--- src/rtl/core/gmwf_pkg.sv ---
// gmwf_pkg: constants, payload structs and control types for the geometric mean window filter
// used by gmwf_lane, gmwf_ctrl and geometric_mean_window_filter_top
`default_nettype none

package gmwf_pkg;

  localparam int WIN         = 3;
  localparam int HALF        = WIN / 2;
  localparam int TAPS        = WIN * WIN;
  localparam int MAX_WIDTH   = 2048;
  localparam int MAX_HEIGHT  = 2048;
  localparam int STORE_DEPTH = 4 * WIN * MAX_WIDTH;
  localparam int ADDR_W      = $clog2(STORE_DEPTH);
  localparam int DIM_W       = 12;
  localparam int POS_W       = $clog2(MAX_WIDTH);
  localparam int ROW_W       = $clog2(MAX_HEIGHT);
  localparam int SGN_W       = DIM_W + 1;
  localparam int PROD_W      = 8 * TAPS;
  localparam int TAP_CNT_W   = $clog2(TAPS);
  localparam int WIN_CNT_W   = $clog2(WIN);
  localparam int PIX_W       = 24;
  localparam logic [DIM_W-1:0] WIDTH_RST  = 12'd640;
  localparam logic [DIM_W-1:0] HEIGHT_RST = 12'd480;

  typedef enum logic [0:0] {
    CFG_WIDTH  = 1'b0,
    CFG_HEIGHT = 1'b1
  } cfg_idx_e;

  typedef enum logic [2:0] {
    ST_IDLE,
    ST_CHECK,
    ST_BACK,
    ST_FETCH,
    ST_DRAIN,
    ST_SEARCH,
    ST_EMIT
  } ctrl_state_e;

  typedef struct packed {
    logic [7:0] blue_in;
    logic [7:0] green_in;
    logic [7:0] red_in;
  } pix_in_t;

  typedef struct packed {
    logic [7:0] blue_out;
    logic [7:0] green_out;
    logic [7:0] red_out;
    logic       frame_last;
  } pix_out_t;

  typedef struct packed {
    logic clr;
    logic mul;
    logic start;
  } lane_ctl_t;

  typedef struct packed {
    lane_ctl_t lane;
    logic      emit;
    logic      frame_last;
  } ctrl_cmd_t;

  typedef struct packed {
    logic lanes_done;
    logic out_free;
  } ctrl_stat_t;

  function automatic logic [DIM_W-1:0] clamp_dim(input logic [DIM_W-1:0] v,
                                                 input logic [DIM_W-1:0] hi);
    logic [DIM_W-1:0] r;
    r = v;
    if (v < DIM_W'(3)) r = DIM_W'(3);
    else if (v > hi) r = hi;
    return r;
  endfunction

  function automatic logic [ADDR_W-1:0] ptr_add(input logic [ADDR_W-1:0] p,
                                                input logic [DIM_W-1:0] w);
    logic [ADDR_W:0] s;
    s = (ADDR_W+1)'(p) + (ADDR_W+1)'(w);
    if (s >= (ADDR_W+1)'(STORE_DEPTH)) s = s - (ADDR_W+1)'(STORE_DEPTH);
    return s[ADDR_W-1:0];
  endfunction

  function automatic logic [ADDR_W-1:0] ptr_sub(input logic [ADDR_W-1:0] p,
                                                input logic [DIM_W-1:0] w);
    logic [ADDR_W:0] s;
    if ((ADDR_W+1)'(p) >= (ADDR_W+1)'(w)) s = (ADDR_W+1)'(p) - (ADDR_W+1)'(w);
    else s = (ADDR_W+1)'(p) + (ADDR_W+1)'(STORE_DEPTH) - (ADDR_W+1)'(w);
    return s[ADDR_W-1:0];
  endfunction

endpackage

`default_nettype wire

--- src/rtl/core/gmwf_lane.sv ---
// gmwf_lane: one colour channel, builds the window product and searches the integer root
// bit by bit with a serial 72x8 multiplier; depends on gmwf_pkg
`default_nettype none

module gmwf_lane (
  input  wire logic                clk_i,
  input  wire logic                rst_ni,
  input  wire gmwf_pkg::lane_ctl_t ctl_i,
  input  wire logic [7:0]          tap_i,
  output logic                     done_o,
  output logic [7:0]               root_o
);

  logic [gmwf_pkg::PROD_W-1:0]    prod_q, pw_q;
  logic [gmwf_pkg::PROD_W+7:0]    pw_full, prod_full;
  logic [7:0]                     res_q, trial, res_nx;
  logic [2:0]                     bit_q;
  logic [gmwf_pkg::TAP_CNT_W-1:0] cnt_q;
  logic                           busy_q, done_q, fits;

  assign trial     = res_q | (8'd1 << bit_q);
  assign pw_full   = (gmwf_pkg::PROD_W+8)'(pw_q) * (gmwf_pkg::PROD_W+8)'(trial);
  assign prod_full = (gmwf_pkg::PROD_W+8)'(prod_q) * (gmwf_pkg::PROD_W+8)'(tap_i);
  assign fits      = (pw_q <= prod_q);
  assign res_nx    = fits ? trial : res_q;

  always_ff @(posedge clk_i or negedge rst_ni) begin
    if (!rst_ni) begin
      busy_q <= 1'b0;
      done_q <= 1'b0;
    end else begin
      done_q <= 1'b0;
      if (ctl_i.start) begin
        busy_q <= 1'b1;
      end else if (busy_q && cnt_q == gmwf_pkg::TAP_CNT_W'(gmwf_pkg::TAPS - 1)
                   && bit_q == 3'd0) begin
        busy_q <= 1'b0;
        done_q <= 1'b1;
      end
    end
  end

  always_ff @(posedge clk_i) begin
    if (ctl_i.clr) begin
      prod_q <= gmwf_pkg::PROD_W'(1);
    end else if (ctl_i.mul) begin
      prod_q <= prod_full[gmwf_pkg::PROD_W-1:0];
    end
    if (ctl_i.start) begin
      bit_q <= 3'd7;
      res_q <= 8'd0;
      pw_q  <= gmwf_pkg::PROD_W'(8'h80);
      cnt_q <= '0;
    end else if (busy_q) begin
      if (cnt_q != gmwf_pkg::TAP_CNT_W'(gmwf_pkg::TAPS - 1)) begin
        pw_q  <= pw_full[gmwf_pkg::PROD_W-1:0];
        cnt_q <= cnt_q + 1'b1;
      end else begin
        // trial^TAPS ready: keep the bit if it does not exceed the product
        res_q <= res_nx;
        if (bit_q != 3'd0) begin
          bit_q <= bit_q - 3'd1;
          pw_q  <= gmwf_pkg::PROD_W'(res_nx | (8'd1 << (bit_q - 3'd1)));
          cnt_q <= '0;
        end
      end
    end
  end

  assign done_o = done_q;
  assign root_o = res_q;

endmodule

`default_nettype wire

--- config.mk ---
export PLATFORM = sky130hd
export DESIGN_NAME = gmwf_lane
export DESIGN_NICKNAME = d
export VERILOG_FILES = /design/src/rtl/core/gmwf_pkg.sv /design/src/rtl/core/gmwf_lane.sv
export SDC_FILE = /design/constraint.sdc
export NUM_CORES = 2
export LEC_CHECK = 0
export BUFFER_PORTS_ARGS = -buffer_cell sky130_fd_sc_hd__clkbuf_2
export CAP_MARGIN = 20
export CORE_ASPECT_RATIO = 1.4
export CORE_MARGIN = 2
export CORE_UTILIZATION = 30
export DETAILED_ROUTE_END_ITERATION = 12
export PLACE_DENSITY = 0.53
export SLEW_MARGIN = 20
export SYNTH_ARGS = -nofsm -noshare
export SYNTH_HDL_FRONTEND = slang
export SYNTH_SLANG_ARGS = --single-unit
--- constraint.sdc ---
create_clock -name clk_i -period 8.95 [get_ports clk_i]
set_clock_uncertainty 0.2 [all_clocks]
set_input_delay 0 -clock clk_i [delete_from_list [all_inputs] [get_ports clk_i]]
set_output_delay 0 -clock clk_i [all_outputs]
set_load 0.02 [all_outputs]
### After elaboration in Yosys (flattened, before gate mapping)

Index checks and enable logic that the tools add are counted.

| storage, ports and cells | value |
|---|---|
| word-level logic and storage cells | 37 |
| bits of input ports | 13 |
| output and inout bits | 9 |
| bits in registers | 161 |

| operators by class | value |
|---|---|
| add/subtract/negate cells | 2 |
| mux-type cells | 9 |
| reductions and logical operators | 9 |
| $mul | 2 |
| eq/ne operators | 2 |
| shift-type cells | 2 |
| magnitude comparators | 1 |
| bitwise operators | 3 |

Operators with widths:

| operator | count |
|---|---|
| multiplier 72 x 8 -> 72 bit | 2 |
| two-way mux 72 bit | 2 |
| less-or-equal comparator 72 bit | 1 |
| bitwise OR 8 x 72 -> 72 bit | 1 |
| << shifter 1 x 3 -> 72 bit (first input constant) | 1 |
| two-way mux 4 bit | 2 |
| two-way mux 8 bit | 1 |
| bitwise OR 8 bit | 1 |
| << shifter 1 x 3 -> 8 bit (first input constant) | 1 |
| adder 4 x 1 -> 4 bit (second input constant) | 1 |
| == test 4 bit (second input constant) | 1 |
| two-way mux 1 bit | 4 |
| != test 4 bit (second input constant) | 1 |
| AND reduction 2 bit | 2 |
| nonzero test 2 bit | 2 |
| logical NOT 3 bit | 1 |
| AND reduction 3 bit | 1 |
| nonzero test 3 bit | 1 |
| subtractor 3 x 1 -> 3 bit (second input constant) | 1 |
| logical AND 1 bit | 2 |
| NOT 1 bit | 1 |

### Logic depth before layout (Yosys ltp)

| depth | value |
|---|---|
| depth after elaboration | 6 |
| gate-level depth with buffers | 26 |
| gate-level depth less buffers | 24 |

### Least setup slack after synthesis

No wires, ideal clock.

| path | value |
|---|---|
| path kind | register to register |
| start | reg bit_q[0] |
| end | reg pw_q[54] (netlist bit) |
| arrival | 5,981 ps |
| buffers on the path | 3 |
| setup slack | 2,681 ps |
| period minus slack after synthesis | 6,269 ps |
| stages on the path, launching flop included | 24 |
| data required time | 8,663 ps |
| setup time | 87 ps |
| path through | dfxtp_1 > inv_1 > ha_1 > a21oi_1 > clkbuf_1 > clkbuf_1 > nor2b_1 > fa_1 > fa_1 > fa_1 > inv_1 > fa_1 > inv_1 > ha_1 > buf_2 > nand3_1 > or2_1 > or4_1 > o21ba_2 > nor3_1 > a2111oi_2 > o211ai_1 > and3_1 > o31ai_1 |

| on the way | value |
|---|---|
| longest elaborated chain between the ends | 5 |
| elaborated cells on any way between the ends | 11 |
| those cells by class | add/sub: 1; mul: 1; shift: 2; mux: 2; bitwise: 2; reduce/logical: 3 |

Ends and longest elaborated chain:

| what | RTL line | RTL |
|---|---|---|
| start, declared | gmwf_lane.sv:17 | `logic [2:0] bit_q;` |
| start signal, assigned | gmwf_lane.sv:62 | `bit_q <= bit_q - 3'd1;` |
| parallel branches: the longest is 5 deep, another holds multiplier 72 x 8 -> 72 bit | -- |  |
| end signal, assigned | gmwf_lane.sv:52 | `pw_q <= gmwf_pkg::PROD_W'(8'h80);` |
| end signal, assigned | gmwf_lane.sv:56 | `pw_q <= pw_full[gmwf_pkg::PROD_W-1:0];` |
| end signal, assigned | gmwf_lane.sv:63 | `pw_q <= gmwf_pkg::PROD_W'(res_nx \| (8'd1 << (bit_q - 3'd1)));` |
| end, declared | gmwf_lane.sv:14 | `logic [gmwf_pkg::PROD_W-1:0] prod_q, pw_q;` |

Parallel ways; which one is timed is not known. The select of a mux whose other input is x is not followed.
A chain may end at the register's enable or synchronous reset.

### Final worst setup path

| path | value |
|---|---|
| start | reg bit_q[2] |
| end | reg pw_q[69] (netlist bit) |

Same word-level chain as after synthesis.

==> qor.yml <==
sta:
  maxSlewViolCount: 0
  worst_pin_slew_ps: 1090
  finalSetupTns_ps: 0
  fmax_mhz: 129
  final_hold_viol_count: 0
  fin_crit_sh: 0.864
  rsz0062_at_grt: "no"
  setup_viol: 0
  period_minus_slack_ps: 7740
  slew_headroom: 0.266
outcome:
  status: "complete, no violations"
placement:
  gp_congestion: 0.926
  dp_hpwl_um: 93900
  place_area_um2: 42100
  portBuffers: 21
logic_synthesis:
  seq_area_frac_synth: 0.0800
  ys_warn_count: 0
  async_flop_share: 0.0124
  syn_inst: 4729
  synth_edf_count: 0
  avgSynthCellArea_um2: 8.55
  syn-num-nets: 5773
  yosys_most_used_dff: "dfxtp_1"
  ys_ff_latch: 161
  synth.cell_area_um2: 40400
  ys_types: 79
critical_path:
  cp_max_fo: 65
  reg2reg_from: "bit_q[2]$_SDFFE_PP1P_"
  cp.arrival_ps: 7920
  reg2reg_depth: 21
  cp_common_cell: "fa_1"
  crit_chain: "nand2b_1 > nor2b_4 > buf_12 > nor2b_1 > fa_1 > fa_1 > fa_1 > inv_1 > fa_1 > inv_1 > ha_1 > a21oi_1 > nand2_1 > o21ai_1 > o31ai_1 > a41o_1 > o2111ai_1 > nor4b_1 > o311ai_0 > xnor2_1 > o21ai_0"
  cp-start-kind: "flip-flop"
  crit_path_end_kind: "flip-flop"
  r2r_slack_ps: 1210
  slowest_delay_ps: 910
  worstPathRequired_ps: 9140
  r2r_end: "pw_q[69]$_SDFFE_PP0P_"
  worstSetupPathType: "reg2reg"
  cp_slowest_cell: "nor4b_1"
flow_run:
  maxCapViolations: 0
floorplan:
  die_w_um: 314
  dieArea_um2: 138000
  die_y_um: 438
  fp-row-count: 159
  io_pins: 22
  coreArea_um2: 134000
  start_util: 0.302
pwr:
  power_density_nw_per_um2: 164
  p_total_mw: 7.01
  vdd_drop_max_v: 0.000182
  p_leak_nw: 18.1
cts:
  clk_latency_ps: 520
  post_cts_buffers: 0
  clk_pin_slew_ps: 80
  numCtsBuffers: 17
  cts.sinks: 161
  clockBufferDepth: 2
  htree_levels: 4
  ctsResizeCount: 0
  cts_tree: "done"
  root_buffer: "clkbuf_16"
final_layout:
  drive_gt1_frac: 0.0281
  final_core_util: 0.320
  finalInstanceArea_um2: 42800
  finalNetCount: 5588
  areaGrowthSynthToFinish_pct: 5.81
drt:
  drcViolationCount: 0
  num_vias: 31600
  wirelength_um: 119000
  detail-route-antenna-nets: 0
  drt_iter0_markers: 1853
  viasPerCell: 4.99
  first_pass_iters: 5
  wl_per_cell_um: 18.8
grt:
  grt_pass1_vias: 35100
  grt_overflow_total: 0
  antenna_found_initial: 0
  grt_max_degree: 66
  grt_pass1_wl_um: 195000
  grt_usage: 0.179
min_path:
  hold_class: "in2async"
## cell families after synthesis
logic type,share of synthesized area
compound gates,0.111
xor+xnor,0.0321
buf+inv,0.0886
simple gates,0.212
fa+ha+maj,0.466
flops,0.0800
mux,0.00996
## sequential cells by signal (all words and copies together), names as in the netlist
name    cells
cnt_q       4
bit_q       3
done_o      1
root_o      8
busy_q      1
pw_q       72
prod_q     72
## routing by layer
| metal | up-vias | global-route usage | routed length [um] | share of wire |
|---|---|---|---|---|
| li1 | 14400 | - | - | - |
| met1 | 16400 | 0.208 | 47600 | 0.40 |
| met2 | 582 | 0.341 | 64600 | 0.54 |
| met3 | 175 | 0.0161 | 3110 | 0.026 |
| met4 | 0 | 0.0606 | 3810 | 0.032 |
| met5 | - | 0 | 0 | 0 |
## synthesized netlist by cell type (8+ instances only)
cell | n | area share
buf_1 | 13 | 0.0012
nand3_1 | 42 | 0.0052
and2_1 | 275 | 0.043
nor2_1 | 151 | 0.014
a21oi_1 | 188 | 0.023
o31ai_1 | 31 | 0.0058
o21a_1 | 21 | 0.0039
nor3_1 | 23 | 0.0028
mux2i_1 | 38 | 0.0094
xor2_1 | 51 | 0.011
o221ai_1 | 8 | 0.0017
a211oi_1 | 18 | 0.0033
nor2b_1 | 394 | 0.061
nand4_1 | 49 | 0.0076
or3_1 | 8 | 0.0012
nand2_1 | 665 | 0.062
o211ai_1 | 14 | 0.0026
a31oi_1 | 25 | 0.0039
nand2b_1 | 38 | 0.0059
clkbuf_1 | 247 | 0.023
and3_1 | 23 | 0.0036
xnor2_1 | 97 | 0.021
o21ai_0 | 164 | 0.020
a221o_1 | 8 | 0.0020
buf_2 | 8 | 0.00099
o21bai_1 | 29 | 0.0054
ha_1 | 239 | 0.074
dfxtp_1 | 159 | 0.079
fa_1 | 792 | 0.39
a211o_1 | 8 | 0.0017
a22o_1 | 12 | 0.0026
a21o_1 | 90 | 0.017
inv_1 | 676 | 0.063
## cell usage in the layout, fill, tap and decap left out, types with 36 or more instances in the layout
master    count
a21o_1       90
a21oi_1     184
and2_1      275
buf_4        41
dfxtp_1     159
fa_1        792
ha_1        239
inv_1       676
mux2i_1      38
nand2_1     665
nand2b_1     36
nand3_1      42
nand4_1      49
nor2_1      149
nor2b_1     392
o21ai_0     164
xnor2_1      97
xor2_1       51
## worst max path at each step
stage | start | to | cells after the start
after global routing | bit_q[2]$_SDFFE_PP1P_ | pw_q[69]$_SDFFE_PP0P_ | 21
after detailed placement | bit_q[2]$_SDFFE_PP1P_ | pw_q[69]$_SDFFE_PP0P_ | 21
after CTS | bit_q[2]$_SDFFE_PP1P_ | pw_q[69]$_SDFFE_PP0P_ | 21
after global placement | bit_q[2]$_SDFFE_PP1P_ | pw_q[69]$_SDFFE_PP0P_ | 21
after floorplan | bit_q[0]$_SDFFE_PP1P_ | pw_q[54]$_SDFFE_PP0P_ | 23
final | bit_q[2]$_SDFFE_PP1P_ | pw_q[69]$_SDFFE_PP0P_ | 21
## area by class of cell
type | instances | area, um^2
inverter | 676 | 2540
clock inverter | 8 | 103
antenna | 1 | 2.50
multi-input combinational | 3620 | 33700
tap | 1771 | 2220
timing repair buffer | 68 | 505
fill | 14100 | 91100
sequential | 161 | 3230
clock buffer | 24 | 482
## per-stage QoR
stage                     hold slack [ps]  instances  setup WS, ps
after floorplan                      -496       4729          2680
after global placement               -404       6290          1480
after detailed placement             -403       6291          1360
after CTS                             126       6328          1310
after global routing                  170       6328           827
final                                 163       6329          1210
## critical path, delay by kind of cell, from the launching register on
family / cells / cell delay [ps]
flip-flops: 1 / 830
XOR/XNOR: 1 / 190
buffers and inverters: 3 / 440
AND/OR/NAND/NOR: 5 / 1610
adder cells (fa/ha/maj): 5 / 2350
AO/OA/AOI/OAI: 7 / 1940
## repair_timing
item / CTS / global route
endpoints found under the hold margin: 67 / 0
hold buffers: 5 / 0
endpoints found under the setup margin: 0 / 0
## report_power, final
| part | switching, mW | internal (mW) | leakage (nW) |
|---|---|---|---|
| clock network | 0.365 | 0.432 | 0.281 |
| registers | 0.294 | 0.807 | 1.32 |
| logic | 3.08 | 2.03 | 16.5 |
| total | 3.74 | 3.27 | 18.1 |
No activity file was read; power rests on OpenSTA's default activity.
